===== src/hdl/kbt_pkg.sv =====
// ----------------------------------------------------------------------------
// kbt_pkg
// shared sizes, table entry type and outcome codes for the best-time table
// ----------------------------------------------------------------------------
package kbt_pkg;

  localparam int TABLE_DEPTH = 16;
  localparam int IDX_W       = $clog2(TABLE_DEPTH);
  localparam int CNT_W       = $clog2(TABLE_DEPTH + 1);
  localparam int KEY_W       = 24;
  localparam int TIME_W      = 24;
  localparam int RANK_W      = 5;

  typedef struct packed {
    logic [KEY_W-1:0]  driver;
    logic [TIME_W-1:0] time_ms;
  } entry_t;

  // result of one pass through the shared compare unit
  typedef struct packed {
    logic key_eq;
    logic t_less;
  } cmp_res_t;

  typedef enum logic [1:0] {
    OUT_NEW      = 2'd0,
    OUT_IMPROVED = 2'd1,
    OUT_KEPT     = 2'd2,
    OUT_DROPPED  = 2'd3
  } outcome_t;

endpackage


===== src/hdl/keyed_best_time_sorted_table_unit.sv =====
// ----------------------------------------------------------------------------
// keyed_best_time_sorted_table_unit
// keyed best-time table kept sorted by time, listed in full after every word
// ----------------------------------------------------------------------------
// Each input word brings a driver code and a lap time. The block keeps at most
// one entry per code, sorted ascending by time (new entries go after equal
// times), and after every input word lists the whole table best-first, one
// output word per entry, all carrying the same outcome code; last_entry marks
// the final word. The block takes one input word at a time and holds in_stall
// high until the listing has been fully taken. Each word runs through a key
// search over the stored entries, a decision, a shift and write of the entries
// moved by the insert when the table changes, and the listing of every entry.
// The search and the shift walk the single read port of the entry memory one
// entry per cycle, and the listing walks it one entry at a time, held while
// out_stall is high; one compare unit checks each entry once.
// ----------------------------------------------------------------------------
module keyed_best_time_sorted_table_unit
  import kbt_pkg::*;
(
  input  logic              clk,
  input  logic              rst,
  // input channel
  input  logic              in_valid,
  output logic              in_stall,
  input  logic [KEY_W-1:0]  driver_code,
  input  logic [TIME_W-1:0] lap_time_ms,
  // output channel
  output logic              out_valid,
  input  logic              out_stall,
  output logic [RANK_W-1:0] rank,
  output logic [KEY_W-1:0]  entry_driver,
  output logic [TIME_W-1:0] entry_time_ms,
  output logic [1:0]        outcome,
  output logic              last_entry
);

  typedef enum logic [2:0] {
    ST_IDLE,
    ST_SCAN,
    ST_DECIDE,
    ST_SHIFT,
    ST_INSERT,
    ST_LIST_RD,
    ST_LIST_LOAD,
    ST_LIST_OUT
  } state_t;

  state_t            state;

  // captured input word
  logic [KEY_W-1:0]  key_r;
  logic [TIME_W-1:0] time_r;

  // table occupancy
  logic [CNT_W-1:0]  used;
  logic [CNT_W-1:0]  used_dec;

  // key search bookkeeping
  logic [CNT_W-1:0]  rd_idx;
  logic              cmp_vld;
  logic [CNT_W-1:0]  cmp_idx;
  logic              found;
  logic [CNT_W-1:0]  fidx;
  logic              less_old;
  logic              pos_set;
  logic [CNT_W-1:0]  pos;

  // shift bookkeeping
  logic [CNT_W-1:0]  sh_rd;
  logic [CNT_W-1:0]  sh_rd_dec;
  logic              wr_vld;
  logic [IDX_W-1:0]  wr_idx;

  // listing
  logic [CNT_W-1:0]  lidx;
  logic [CNT_W-1:0]  lidx_inc;
  outcome_t          outc;

  // memory ports
  logic              ram_we;
  logic [IDX_W-1:0]  ram_waddr;
  entry_t            ram_wdata;
  logic [IDX_W-1:0]  ram_raddr;
  entry_t            ram_rdata;
  cmp_res_t          cmp;

  assign used_dec  = used - 1'b1;
  assign sh_rd_dec = sh_rd - 1'b1;
  assign lidx_inc  = lidx + 1'b1;

  // busy from accept until the last listing word is taken
  assign in_stall = (state != ST_IDLE);
  assign outcome  = outc;

  kbt_table_ram u_ram (
    .clk   (clk),
    .we    (ram_we),
    .waddr (ram_waddr),
    .wdata (ram_wdata),
    .raddr (ram_raddr),
    .rdata (ram_rdata)
  );

  kbt_cmp_unit u_cmp (
    .ent     (ram_rdata),
    .key     (key_r),
    .time_ms (time_r),
    .res     (cmp)
  );

  // read address follows the walk of the current phase
  always_comb begin
    case (state)
      ST_SCAN:     ram_raddr = rd_idx[IDX_W-1:0];
      ST_SHIFT:    ram_raddr = sh_rd_dec[IDX_W-1:0];
      ST_LIST_OUT: ram_raddr = lidx_inc[IDX_W-1:0];   // prefetch next rank
      default:     ram_raddr = '0;
    endcase
  end

  // shift moves entry i-1 up to i; the insert then drops the new word at pos
  always_comb begin
    ram_we    = 1'b0;
    ram_waddr = wr_idx;
    ram_wdata = ram_rdata;
    if (state == ST_SHIFT && wr_vld) begin
      ram_we = 1'b1;
    end else if (state == ST_INSERT) begin
      ram_we            = 1'b1;
      ram_waddr         = pos[IDX_W-1:0];
      ram_wdata.driver  = key_r;
      ram_wdata.time_ms = time_r;
    end
  end

  always_ff @(posedge clk) begin
    if (rst) begin
      state     <= ST_IDLE;
      used      <= '0;
      out_valid <= 1'b0;
      cmp_vld   <= 1'b0;
      wr_vld    <= 1'b0;
    end else begin
      case (state)
        ST_IDLE: begin
          if (in_valid) begin
            key_r    <= driver_code;
            time_r   <= lap_time_ms;
            rd_idx   <= '0;
            cmp_vld  <= 1'b0;
            found    <= 1'b0;
            less_old <= 1'b0;
            pos_set  <= 1'b0;
            pos      <= used;     // append point unless a larger time shows up
            if (used == '0) begin
              state <= ST_DECIDE;
            end else begin
              state <= ST_SCAN;
            end
          end
        end

        // one read issued and one entry compared per cycle
        ST_SCAN: begin
          if (rd_idx != used) begin
            rd_idx  <= rd_idx + 1'b1;
            cmp_vld <= 1'b1;
            cmp_idx <= rd_idx;
          end else begin
            cmp_vld <= 1'b0;
          end
          if (cmp_vld) begin
            if (cmp.key_eq) begin
              found    <= 1'b1;
              fidx     <= cmp_idx;
              less_old <= cmp.t_less;
            end
            // first entry with a strictly larger time: new word goes there
            if (cmp.t_less && !pos_set) begin
              pos_set <= 1'b1;
              pos     <= cmp_idx;
            end
            if (cmp_idx == used_dec) begin
              state <= ST_DECIDE;
            end
          end
        end

        // the removed, evicted or first free slot is the top of the shift window
        ST_DECIDE: begin
          wr_vld <= 1'b0;
          if (found) begin
            if (less_old) begin
              outc  <= OUT_IMPROVED;
              sh_rd <= fidx;
              state <= ST_SHIFT;
            end else begin
              outc  <= OUT_KEPT;
              state <= ST_LIST_RD;
            end
          end else if (used != CNT_W'(TABLE_DEPTH)) begin
            outc  <= OUT_NEW;
            sh_rd <= used;
            used  <= used + 1'b1;
            state <= ST_SHIFT;
          end else if (pos_set) begin
            // full table, better than the worst time: worst entry falls off
            outc  <= OUT_NEW;
            sh_rd <= CNT_W'(TABLE_DEPTH - 1);
            state <= ST_SHIFT;
          end else begin
            outc  <= OUT_DROPPED;
            state <= ST_LIST_RD;
          end
        end

        ST_SHIFT: begin
          if (sh_rd != pos) begin
            sh_rd  <= sh_rd_dec;
            wr_vld <= 1'b1;
            wr_idx <= sh_rd[IDX_W-1:0];
          end else begin
            wr_vld <= 1'b0;
            if (!wr_vld) begin
              state <= ST_INSERT;
            end
          end
        end

        ST_INSERT: begin
          state <= ST_LIST_RD;
        end

        ST_LIST_RD: begin
          lidx  <= '0;
          state <= ST_LIST_LOAD;
        end

        ST_LIST_LOAD: begin
          out_valid     <= 1'b1;
          rank          <= RANK_W'(lidx_inc);
          entry_driver  <= ram_rdata.driver;
          entry_time_ms <= ram_rdata.time_ms;
          last_entry    <= (lidx_inc == used);
          state         <= ST_LIST_OUT;
        end

        ST_LIST_OUT: begin
          if (!out_stall) begin
            out_valid <= 1'b0;
            if (last_entry) begin
              state <= ST_IDLE;
            end else begin
              lidx  <= lidx_inc;
              state <= ST_LIST_LOAD;
            end
          end
        end

        default: begin
          state <= ST_IDLE;
        end
      endcase
    end
  end

endmodule


===== src/hdl/kbt_table_ram.sv =====
// ----------------------------------------------------------------------------
// kbt_table_ram
// entry storage, one write port and one registered read port
// ----------------------------------------------------------------------------
module kbt_table_ram
  import kbt_pkg::*;
(
  input  logic             clk,
  input  logic             we,
  input  logic [IDX_W-1:0] waddr,
  input  entry_t           wdata,
  input  logic [IDX_W-1:0] raddr,
  output entry_t           rdata
);

  entry_t mem [TABLE_DEPTH];

  always_ff @(posedge clk) begin
    if (we) begin
      mem[waddr] <= wdata;
    end
    rdata <= mem[raddr];
  end

endmodule


===== src/hdl/kbt_cmp_unit.sv =====
// ----------------------------------------------------------------------------
// kbt_cmp_unit
// shared compare unit: key match and strict time compare against one entry
// ----------------------------------------------------------------------------
module kbt_cmp_unit
  import kbt_pkg::*;
(
  input  entry_t            ent,
  input  logic [KEY_W-1:0]  key,
  input  logic [TIME_W-1:0] time_ms,
  output cmp_res_t          res
);

  always_comb begin
    res.key_eq = (ent.driver == key);
    res.t_less = (time_ms < ent.time_ms);
  end

endmodule


===== config.mk =====
export PLATFORM = sky130hd
export DESIGN_NAME = keyed_best_time_sorted_table_unit
export DESIGN_NICKNAME = d
export VERILOG_FILES = /design/src/hdl/kbt_pkg.sv /design/src/hdl/keyed_best_time_sorted_table_unit.sv /design/src/hdl/kbt_table_ram.sv /design/src/hdl/kbt_cmp_unit.sv
export SDC_FILE = /design/constraint.sdc
export NUM_CORES = 1
export LEC_CHECK = 0
export BUFFER_PORTS_ARGS = -buffer_cell sky130_fd_sc_hd__buf_2
export CORE_MARGIN = 2
export CORE_UTILIZATION = 45
export CTS_CLUSTER_DIAMETER = 120
export DETAILED_ROUTE_END_ITERATION = 6
export GPL_TIMING_DRIVEN = 0
export PLACE_DENSITY = 0.63
export SYNTH_ARGS = -nofsm -noshare
export SYNTH_HDL_FRONTEND = slang
export SYNTH_SLANG_ARGS = --single-unit

===== constraint.sdc =====
create_clock -name clk -period 7.8 [get_ports clk]
set_clock_uncertainty 0.1 [all_clocks]
set_input_delay 0.39 -clock clk [delete_from_list [all_inputs] [get_ports clk]]
set_output_delay 0.39 -clock clk [all_outputs]
set_load 0.01 [all_outputs]

==> impl_metrics.csv <==
group,metric,value,unit
run_status,status,"finished with violations",
run_status,violations,"DRC",
yosys,synth_top_family_by_area,"compound AO/OA/AOI/OAI gates",
yosys,ys_seq_elements,968,
layout,drive_gt1_frac,0.132,
yosys,synthMuxAreaShare,0.0520,
layout,nets,2795,
clock_tree,cts_tree,"built",
clock_tree,worst_skew_pair.late_latency,660,ps
yosys,synth_most_common_cell,"edfxtp_1",
setup_path,timing.rr.start,"state[0]",
timing,worstMarginPinSlew,1320,ps
detailed_routing,avgRoutedWirePerCell,26.5,um
layout,fillers,6461,
clock_tree,htree_levels,3,
setup_path,critical_path_buf_inv_count,5,
yosys,async_flop_share,0,
setup_path,r2r_setup_slack,3360,ps
clock_tree,cts.sinks,968,
layout,final_area,44200,sq um
timing,rsz0062_at_grt,"false",
placement,place_area,40400,sq um
yosys,synth-simple-area-share,0.0585,
setup_path,path_cells,"clkbuf_1, nor2_1, and2_1, clkbuf_1, clkbuf_1, a31oi_1, nor2_4, buf_12, buf_16",
layout,multi_input_area,8400,sq um
timing,holdWs,70.3,ps
detailed_routing,detail-route-antenna-nets,0,
detailed_routing,drt-initial-drc-count,2482,
setup_path,critical_path_class,"reg2reg",
layout,area_growth,17.7,%
global_route,track_usage,0.236,
clock_tree,clock_path_buffers,3,
global_route,grt_max_degree,22,
global_route,grt_pass1_vias,22800,
power,p_leak,14.8,nW
setup_path,cp.required,8040,ps
setup_path,max_stage_delay,920,ps
yosys,synth_edf_count,909,
timing,layout_min_cycle_time,4440,ps
power,total_power,15.3,mW
detailed_routing,vias,22900,
floorplanning,die_area,85800,sq um
floorplanning,die_h,293,um
setup_path,crit_end,"u_ram.mem[4][30]",
global_route,gr-total-overflow,0,
global_route,grt_pass1_wl,148000,um
clock_tree,numCtsBuffers,98,
clock_tree,cts_setup_buffers,0,
placement,numPortBuffers,109,
timing,hold_violations,0,
timing,worst_slack,3360,ps
yosys,synth_area_leaders,"edfxtp_1 73%, mux2i_1 5.2%, a221oi_1 4.5%",
yosys,yosysTopAreaCell,"edfxtp_1",
yosys,synth-xor-area-share,0.0133,
timing,max_freq,225,MHz
clock_tree,path_clk_slew,60,ps
setup_path,critical-path-top-delay-family,"buffers and inverters",
detailed_routing,totalWireLength,102000,um
floorplanning,fp.coreArea,82400,sq um
detailed_routing,via_per_inst,5.92,
setup_path,path_common_cell,"clkbuf_1",
timing,min_period_over_period,0.569,
layout,instances_no_fill,3869,
yosys,yosysWarnings,0,
floorplanning,ioPinCount,110,
setup_path,crit_cells,9,
yosys,synthAdderAreaFrac,0.00933,
floorplanning,initial_core_util,0.456,
yosys,synthFlopType,"edfxtp_1",
placement,dp.cells,3631,
setup_path,critPathCaptureType,"flop",
yosys,ys_seq_area_frac,0.758,
setup_path,worst_path_max_delay_cell,"clkbuf_1",
placement,place_hpwl,69200,um
yosys,ys_types,54,
detailed_routing,drcViolationCount,3,
timing,finalSetupTns,0,ps
placement,dpl_worst_slack,3440,ps
yosys,yosysTopAreaCellShare,0.727,
floorplanning,die_w,293,um
timing,max_slew_margin,0.110,
yosys,synthCells,2412,
layout,utilization,0.536,
setup_path,critPathLaunchType,"flop",
setup_path,critPathLaunch,"state[0]",
floorplanning,fp-row-count,105,
setup_path,cp_max_fo,19,
yosys,synth_fp_nets,2492,
setup_path,r2r_end,"u_ram.mem[4][30]",
clock_tree,post_cts_resized,0,
hold_path,hold_path_class,"in2reg",
yosys,syn_avg_cell_area,15.6,sq um
placement,gp_congestion,0.867,
global_route,antenna_found_initial,1,
setup_path,rr_worst_depth,9,
power,ir_worst_vdd,0.000179,V
yosys,netlist_area,37600,sq um
timing,slew_viol_final,0,
layout,diodes,0,
timing,finalSetupViolCount,0,
clock_tree,cts_root_buf,"clkbuf_16",
flow_run,maxCapViolCount,0,
yosys,synth_compound_area_frac,0.0871,
detailed_routing,dr.pass1.iters,7,
power,p_per_area,346,nW/um^2
setup_path,cp_data_arrival_time,4690,ps
yosys,synthTopCellsByCount,"909 x edfxtp_1, 325 x nand2_1, 208 x a21oi_1, 195 x a221oi_1, 195 x mux2i_1",
layout,seq_area,28500,sq um
[registers in the layout, indices dropped and copies added, names as in the netlist, 2 cells and up]
name / count
u_ram.rdata: 48
used: 5
entry_driver: 24
rank: 5
lidx: 5
u_ram.mem: 768
time_r: 24
wr_idx: 4
key_r: 24
rd_idx: 5
pos: 5
fidx: 5
entry_time_ms: 24
outcome: 2
cmp_idx: 5
sh_rd: 5
state: 3
[routing by layer]
| metal | GRT usage | share of wire | vias to the layer above |
|---|---|---|---|
| met5 | 0 | 0 | - |
| met4 | 0.0833 | 0.034 | 0 |
| met3 | 0.0433 | 0.086 | 201 |
| met2 | 0.388 | 0.48 | 1113 |
| met1 | 0.317 | 0.40 | 11600 |
| li1 | - | - | 10000 |
[logic make-up after synthesis]
logic type | after synthesis
AO/OA/AOI/OAI | 480
XOR/XNOR | 57
adder cells (fa/ha/maj) | 28
buffers and inverters | 191
flip-flops | 968
multiplexers | 195
AND/OR/NAND/NOR | 493
[worst register-to-register path: stages, from the launching register on]
cell and delay, ps:
dfxtp_1 350, clkbuf_1 230, nor2_1 230, and2_1 160, clkbuf_1 290, clkbuf_1 920, a31oi_1 570, nor2_4 780
buf_12 270, buf_16 220
[where the power goes]
group          switching, mW  internal, mW  total (mW)
Sequential             0.209          6.69        6.90
Combinational           2.64          1.02        3.66
Clock                   1.94          2.78        4.72
Total                   4.79          10.5        15.3
[area by class of cell]
type | instances | share of cell area
Tap cell | 1070 | 0.0303
Inverter | 37 | 0.00314
Multi-Input combinational cell | 1253 | 0.190
Sequential cell | 968 | 0.645
Timing Repair Buffer | 203 | 0.0434
Buffer | 154 | 0.0151
Clock inverter | 62 | 0.0133
Clock buffer | 122 | 0.0601
[timing repair]
item                                    in CTS  in global routing
hold buffers                                50                  0
endpoints found under the setup margin       0                  0
hold endpoints to repair                    50                  0
[placed cells by master (no fill, tap or decap), drive strengths merged, types with 7 or more instances in the layout]
cell type    count
o21ai           37
nand2          327
mux2i          195
nand3           10
buf            201
a221oi         196
a21o             7
xnor2           36
dfxtp           59
clkbuf         228
clkinv          42
nor3            15
edfxtp         909
xor2            21
a21oi          208
nand4           12
ha              28
nor2            47
inv             40
bufinv          11
or4             49
dlygate4sd3     50
[worst min-delay path by stage]
stage | from | to | slack (ps) | depth (start not counted)
global route | in_valid | state[0] | 60 | 3
floorplan | u_ram.rdata[10] | entry_time_ms[10] | 310 | 0
CTS | in_valid | state[0] | 30 | 3
finish | in_valid | state[0] | 70 | 3
global placement | u_ram.rdata[13] | entry_time_ms[13] | 320 | 0
detailed placement | u_ram.rdata[3] | entry_time_ms[3] | 320 | 0
No activity file was read; power rests on OpenSTA's default activity.
